[src/hdl/fcw_pkg.sv]
// ----------------------------------------------------------------------------
// fcw_pkg
// Types and codes shared by the FAT12 cluster chain walker files.
// ----------------------------------------------------------------------------
package fcw_pkg;

    // Field widths fixed by the item format
    localparam int OP_W       = 2;
    localparam int INDEX_W    = 13;
    localparam int CLUSTER_W  = 12;
    localparam int LENGTH_W   = 32;
    localparam int ADDR_W     = 33;
    localparam int EXTENT_W   = 17;
    localparam int BASE_W     = 32;
    localparam int PRODUCT_W  = EXTENT_W + CLUSTER_W;

    // Operation codes
    localparam logic [OP_W-1:0] OP_LOAD  = 2'd0;
    localparam logic [OP_W-1:0] OP_START = 2'd1;
    localparam logic [OP_W-1:0] OP_STEP  = 2'd2;

    // Result status codes
    localparam logic [1:0] STATUS_OK   = 2'd0;
    localparam logic [1:0] STATUS_DONE = 2'd1;
    localparam logic [1:0] STATUS_BAD  = 2'd2;

    // Configuration register indexes
    localparam logic CFG_DATA_START = 1'b0;
    localparam logic CFG_CLUSTER    = 1'b1;

    // Cluster marks
    localparam logic [CLUSTER_W-1:0] CLUSTER_EOC_MIN = 12'hFF8;
    localparam logic [CLUSTER_W-1:0] CLUSTER_BAD     = 12'hFF7;
    localparam logic [CLUSTER_W-1:0] CLUSTER_END     = 12'hFFF;

    // Largest usable cluster size
    localparam logic [EXTENT_W-1:0] CLUSTER_BYTES_MAX = 17'h10000;

    typedef struct packed {
        logic [OP_W-1:0]      op;
        logic [INDEX_W-1:0]   table_index;
        logic [7:0]           table_byte;
        logic [CLUSTER_W-1:0] start_cluster;
        logic [LENGTH_W-1:0]  file_length;
    } in_item_t;

    typedef struct packed {
        logic [ADDR_W-1:0]   extent_address;
        logic [EXTENT_W-1:0] extent_length;
        logic                last;
        logic [1:0]          status;
    } out_item_t;

endpackage

[src/hdl/fcw_addr_unit.sv]
// ----------------------------------------------------------------------------
// fcw_addr_unit
// Extent address unit: multiply cluster size by cluster index, then add the
// data region base. The product and the sum are each registered.
// ----------------------------------------------------------------------------
module fcw_addr_unit (
    input  logic                              clk,
    input  logic                              rst_n,
    input  logic                              start,
    input  logic [fcw_pkg::EXTENT_W-1:0]      cluster_bytes,
    input  logic [fcw_pkg::CLUSTER_W-1:0]     cluster_index,
    input  logic [fcw_pkg::BASE_W-1:0]        base,
    output logic [fcw_pkg::ADDR_W-1:0]        address
);
    logic [fcw_pkg::PRODUCT_W-1:0] product_reg;
    logic [fcw_pkg::BASE_W-1:0]    base_reg;
    logic [fcw_pkg::ADDR_W-1:0]    address_reg;
    logic                          add_pending_reg;

    // Multiply stage
    always_ff @(posedge clk)
    begin
        if (start)
        begin
            product_reg <= cluster_bytes * cluster_index;
            base_reg    <= base;
        end
    end

    // Track the add that follows a multiply
    always_ff @(posedge clk or negedge rst_n)
    begin
        if (!rst_n)
        begin
            add_pending_reg <= 1'b0;
        end
        else
        begin
            add_pending_reg <= start;
        end
    end

    // Add stage
    always_ff @(posedge clk)
    begin
        if (add_pending_reg)
        begin
            address_reg <= fcw_pkg::ADDR_W'(base_reg) + fcw_pkg::ADDR_W'(product_reg);
        end
    end

    assign address = address_reg;

endmodule

[config.mk]
export PLATFORM = sky130hd
export DESIGN_NAME = fcw_addr_unit
export DESIGN_NICKNAME = d
export VERILOG_FILES = /design/src/hdl/fcw_pkg.sv /design/src/hdl/fcw_addr_unit.sv
export SDC_FILE = /design/constraint.sdc
export NUM_CORES = 1
export LEC_CHECK = 0
export ABC_CLOCK_PERIOD_IN_PS = 3000
export BUFFER_PORTS_ARGS = -buffer_cell sky130_fd_sc_hd__clkbuf_2
export CAP_MARGIN = 15
export CORE_MARGIN = 2
export CORE_UTILIZATION = 45
export DETAILED_ROUTE_END_ITERATION = 8
export PLACE_DENSITY = 0.72
export SYNTH_ARGS = -nofsm -noshare
export SYNTH_HDL_FRONTEND = slang
export SYNTH_SLANG_ARGS = --single-unit
[constraint.sdc]
create_clock -name clk -period 3 [get_ports clk]
set_input_delay 0.3 -clock clk [delete_from_list [all_inputs] [get_ports clk]]
set_output_delay 0.3 -clock clk [all_outputs]
set_load 0.05 [all_outputs]
# Word level (Yosys, flattened, before mapping)
# Cells that the tools add are included.
# totals
regBits	95
inputBits	64
out_inout_bits	33
elab_cells	6
# classes
addsub	1
mul	1
# op_table
op	count
$add 32x29->33	1
$mul 17x12->29	1

# Depth between registers and ports, before layout
# depth
word_depth	1
ltp_mapped	21
ltp_nobuf	19

# Worst setup path after synthesis
# No wires, ideal clock.
# synth_path
kind	input to register
start	in cluster_index[5] (netlist name)
end	reg product_reg[26] (netlist name) (data pin)
setup_time_ps	258
arrival_time_ps	5121
t_required_ps	2742
path_slack_ps	-2379
stages	19
path_buffers	2
path_cell_list	clkbuf_1 -> clkbuf_1 -> nand2_1 -> fa_1 -> fa_1 -> inv_1 -> fa_1 -> fa_1 -> inv_1 -> fa_1 -> inv_1 -> ha_1 -> a211o_1 -> a2111oi_2 -> nor2_1 -> a31o_1 -> a211o_1 -> a21oi_2 -> xnor2_1
# synth_via
elab_chain_cells	1
# synth_rtl
element	line_no	source
from (decl)	fcw_addr_unit.sv:11	input logic [fcw_pkg::CLUSTER_W-1:0] cluster_index,
$mul 17x12->29	fcw_addr_unit.sv:25	product_reg <= cluster_bytes * cluster_index;
to (signal assigned)	fcw_addr_unit.sv:25	
to (decl)	fcw_addr_unit.sv:15	logic [fcw_pkg::PRODUCT_W-1:0] product_reg;
# Every way passes these cells.
# A chain may end at the register's enable or synchronous reset.

# Worst setup path in the final report
# layout_path
start	in cluster_index[6] (netlist name)
end	reg product_reg[26] (netlist name) (data pin)
# Same word-level chain as after synthesis.

==> flow_metrics.env <==
export IMPL_outcome="finished with violations"
export IMPL_violations="negative setup slack"
export IMPL_layout_setup_ws_ns=-1.83
export IMPL_synth_top_cells_by_count="202 x inv_1, 175 x nand2_1, 151 x fa_1, 96 x ha_1, 94 x edfxtp_1"
export IMPL_synth_most_common_cell="inv_1"
export IMPL_die_y_um=161
export IMPL_crit_path_max_fanout=7
export IMPL_synth_warnings=0
export IMPL_muxShareOfSynthArea_pct=0.0904
export IMPL_diodes=0
export IMPL_critPathRequiredTime_ns=3.10
export IMPL_arrival_ns=4.93
export IMPL_synth_seq_cells=95
export IMPL_largest_reg_flops=33
export IMPL_fp_coreArea_um2=24200
export IMPL_fillers=2007
export IMPL_path_clk_slew_ns=0.07
export IMPL_post_drt_via_cell_ratio=5.00
export IMPL_synth_area_um2=11100
export IMPL_synth_adder_area_share_pct=38.2
export IMPL_finClkSkew_ns=0.00872
export IMPL_start_kind="input pin"
export IMPL_cts_path_max_buffers=2
export IMPL_grt_pass1_wl_um=41000
export IMPL_cp_end_kind="flop"
export IMPL_die_x_um=161
export IMPL_synth_distinct_cells=52
export IMPL_routabilityCongestion=0.880
export IMPL_crit_path_top_delay_cell="fa_2"
export IMPL_worst_pin_slew_ns=0.752
export IMPL_maxCapViolCount=0
export IMPL_top_usage_layer="met2"
export IMPL_use_met3_pct=2.12
export IMPL_period_share_pct=161
export IMPL_cts_tree="built"
export IMPL_cp_cell_sequence="clkbuf_16 > and2_4 > fa_1 > inv_2 > fa_2 > inv_2 > fa_2 > fa_1 > inv_2 > fa_1 > inv_2 > ha_4 > or4_4 > o21ai_4 > a2111oi_4 > a31o_1 > a211o_1 > a21oi_2 > xnor2_1"
export IMPL_drive_above_1_share_pct=31.3
export IMPL_synthCells=1132
export IMPL_rsz0062_at_grt="true"
export IMPL_dp_hpwl_um=20200
export IMPL_max_stage_delay_ns=0.56
export IMPL_ys_seq_area_share_pct=25.7
export IMPL_clock_latency_ns=0.35
export IMPL_clockRootBuffer="clkbuf_16"
export IMPL_syn2layout_area_growth_pct=31.1
export IMPL_ios=97
export IMPL_std_cell_rows=57
export IMPL_synth_compound_area_share_pct=9.34
export IMPL_slew_viol_final=0
export IMPL_min_period_ns=4.83
export IMPL_synth_edf_count=94
export IMPL_drt_iter0_drc=415
export IMPL_relSlewSlack_pct=49.9
export IMPL_design_area_um2=14500
export IMPL_h_tree_depth=3
export IMPL_avgRoutedWirePerCell_um=15.0
export IMPL_drt_wl_total_um=25300
export IMPL_fin_nets=1671
export IMPL_met2_usage_pct=34.1
export IMPL_grt_max_degree=63
export IMPL_overflow=0
export IMPL_synth_top_family_by_area="adder cells"
export IMPL_postRouteAntennaNets=0
export IMPL_crit_type="in -> reg"
export IMPL_drc=0
export IMPL_synth_net_count=1443
export IMPL_yosys_area_share_simple_pct=13.9
export IMPL_finalHoldViolCount=0
export IMPL_grt_usage_pct=19.6
export IMPL_synth_ff_type="edfxtp_1"
export IMPL_drtPass1Iterations=5
export IMPL_hp_class="in -> reg"
export IMPL_synth_top_area_cell="fa_1"
export IMPL_dieArea_um2=25900
export IMPL_cts_buffers=9
export IMPL_crit_path_frequent_cell="inv_2"
export IMPL_post_place_ws_ns=-2.32
export IMPL_num_vias=8440
export IMPL_antenna_found_initial=0
export IMPL_synth_top_cell_area_share_pct=27.3
export IMPL_setup_viol_count_final=23
export IMPL_async_flop_share_pct=1.05
export IMPL_use_met1_pct=26.4
export IMPL_max_freq_mhz=207
export IMPL_synthTopCellsByArea="fa_1 27%, edfxtp_1 25%, ha_1 11%"
export IMPL_cts_sinks=95
export IMPL_initial_core_util_pct=45.7
export IMPL_dpl_cell_area_um2=13000
export IMPL_synth_xor_area_share_pct=4.35
export IMPL_port_buffers=96
export IMPL_syn_avg_cell_area_um2=9.78
export IMPL_grt_pass1_vias=8537
## through the flow
step	hold slack, ns	utilization, %	std cells	setup TNS (ns)
floorplan	0.00441	-	1132	-31.94
global placement	0.0756	53.8	1645	-41.18
detailed placement	0.0804	53.8	1645	-42.68
CTS	0.112	58.3	1677	-29.79
global route	0.114	59.9	1689	-33.65
finish	0.123	59.9	1689	-31.45
## worst max-delay path, delay by kind of cell
kind                       cells  cell delay (ns)
adders and majority gates      6             2.69
AOI/OAI and AO/OA              5             0.85
and+or+nand+nor                2             0.70
buffers and inverters          5             0.32
xor gates and xnor gates       1             0.07
## cells in the final DEF (no fill, tap or decap), types with 20 or more instances in the layout
cell type	count
inv_1	175
nand2_1	149
fa_1	137
buf_4	137
edfxtp_1	94
ha_1	77
clkbuf_2	73
and2_1	56
a21oi_1	35
xnor2_1	31
inv_2	27
buf_6	27
nor2_1	22
xor2_1	20
## final timing paths
check / to / startpoint / slack, ns / cells after the start
max: product_reg[26]$_DFFE_PP_ / cluster_index[6] / -1.83 / 19
min: base_reg[24]$_DFFE_PP_ / base[24] / 0.12 / 1
max reg2reg: address[26]$_DFFE_PP_ / product_reg[0]$_DFFE_PP_ / 0.26 / 10
min reg2reg: address[0]$_DFFE_PP_ / base_reg[0]$_DFFE_PP_ / 0.58 / 1
max in group asynchronous: add_pending_reg$_DFF_PN0_ / rst_n / 2.65 / 2
min in group asynchronous: add_pending_reg$_DFF_PN0_ / rst_n / 0.26 / 2
## layout make-up
type | count | area, um2 | area share, %
Sequential cell | 95 | 2850 | 19.6
Timing Repair Buffer | 263 | 2160 | 14.9
Clock buffer | 9 | 225 | 1.55
Tap cell | 324 | 405 | 2.79
Multi-Input combinational cell | 789 | 8020 | 55.3
Inverter | 202 | 758 | 5.22
Clock inverter | 7 | 96.3 | 0.664
## per-layer routing
layer	vias up	part of all wire, %
met2	242	50
met3	36	4.2
met5	-	0
li1	4100	-
met1	4062	44
met4	0	1.9
## kinds of logic (layout without fill, tap and decap cells)
| logic type | count (synthesis) | after routing |
|---|---|---|
| xor+xnor | 55 | 55 |
| buf+inv | 248 | 481 |
| flops | 95 | 95 |
| fa+ha+maj | 247 | 247 |
| simple gates | 327 | 327 |
| mux | 1 | 1 |
| compound gates | 159 | 159 |
## timing repair
| action | 4_1_cts | 5_1_grt |
|---|---|---|
| hold buffers | 1 | 0 |
| hold endpoints to repair | 1 | 0 |
| setup buffers | 17 | 15 |
| gates cloned | 0 | 1 |
| pin swaps | 62 | 50 |
| gates resized for setup | 144 | 84 |
| endpoints found under the setup margin | 24 | 26 |
Power is not shown: default switching activity piles up to over one toggle a cycle in this logic, so the estimate is an artifact.
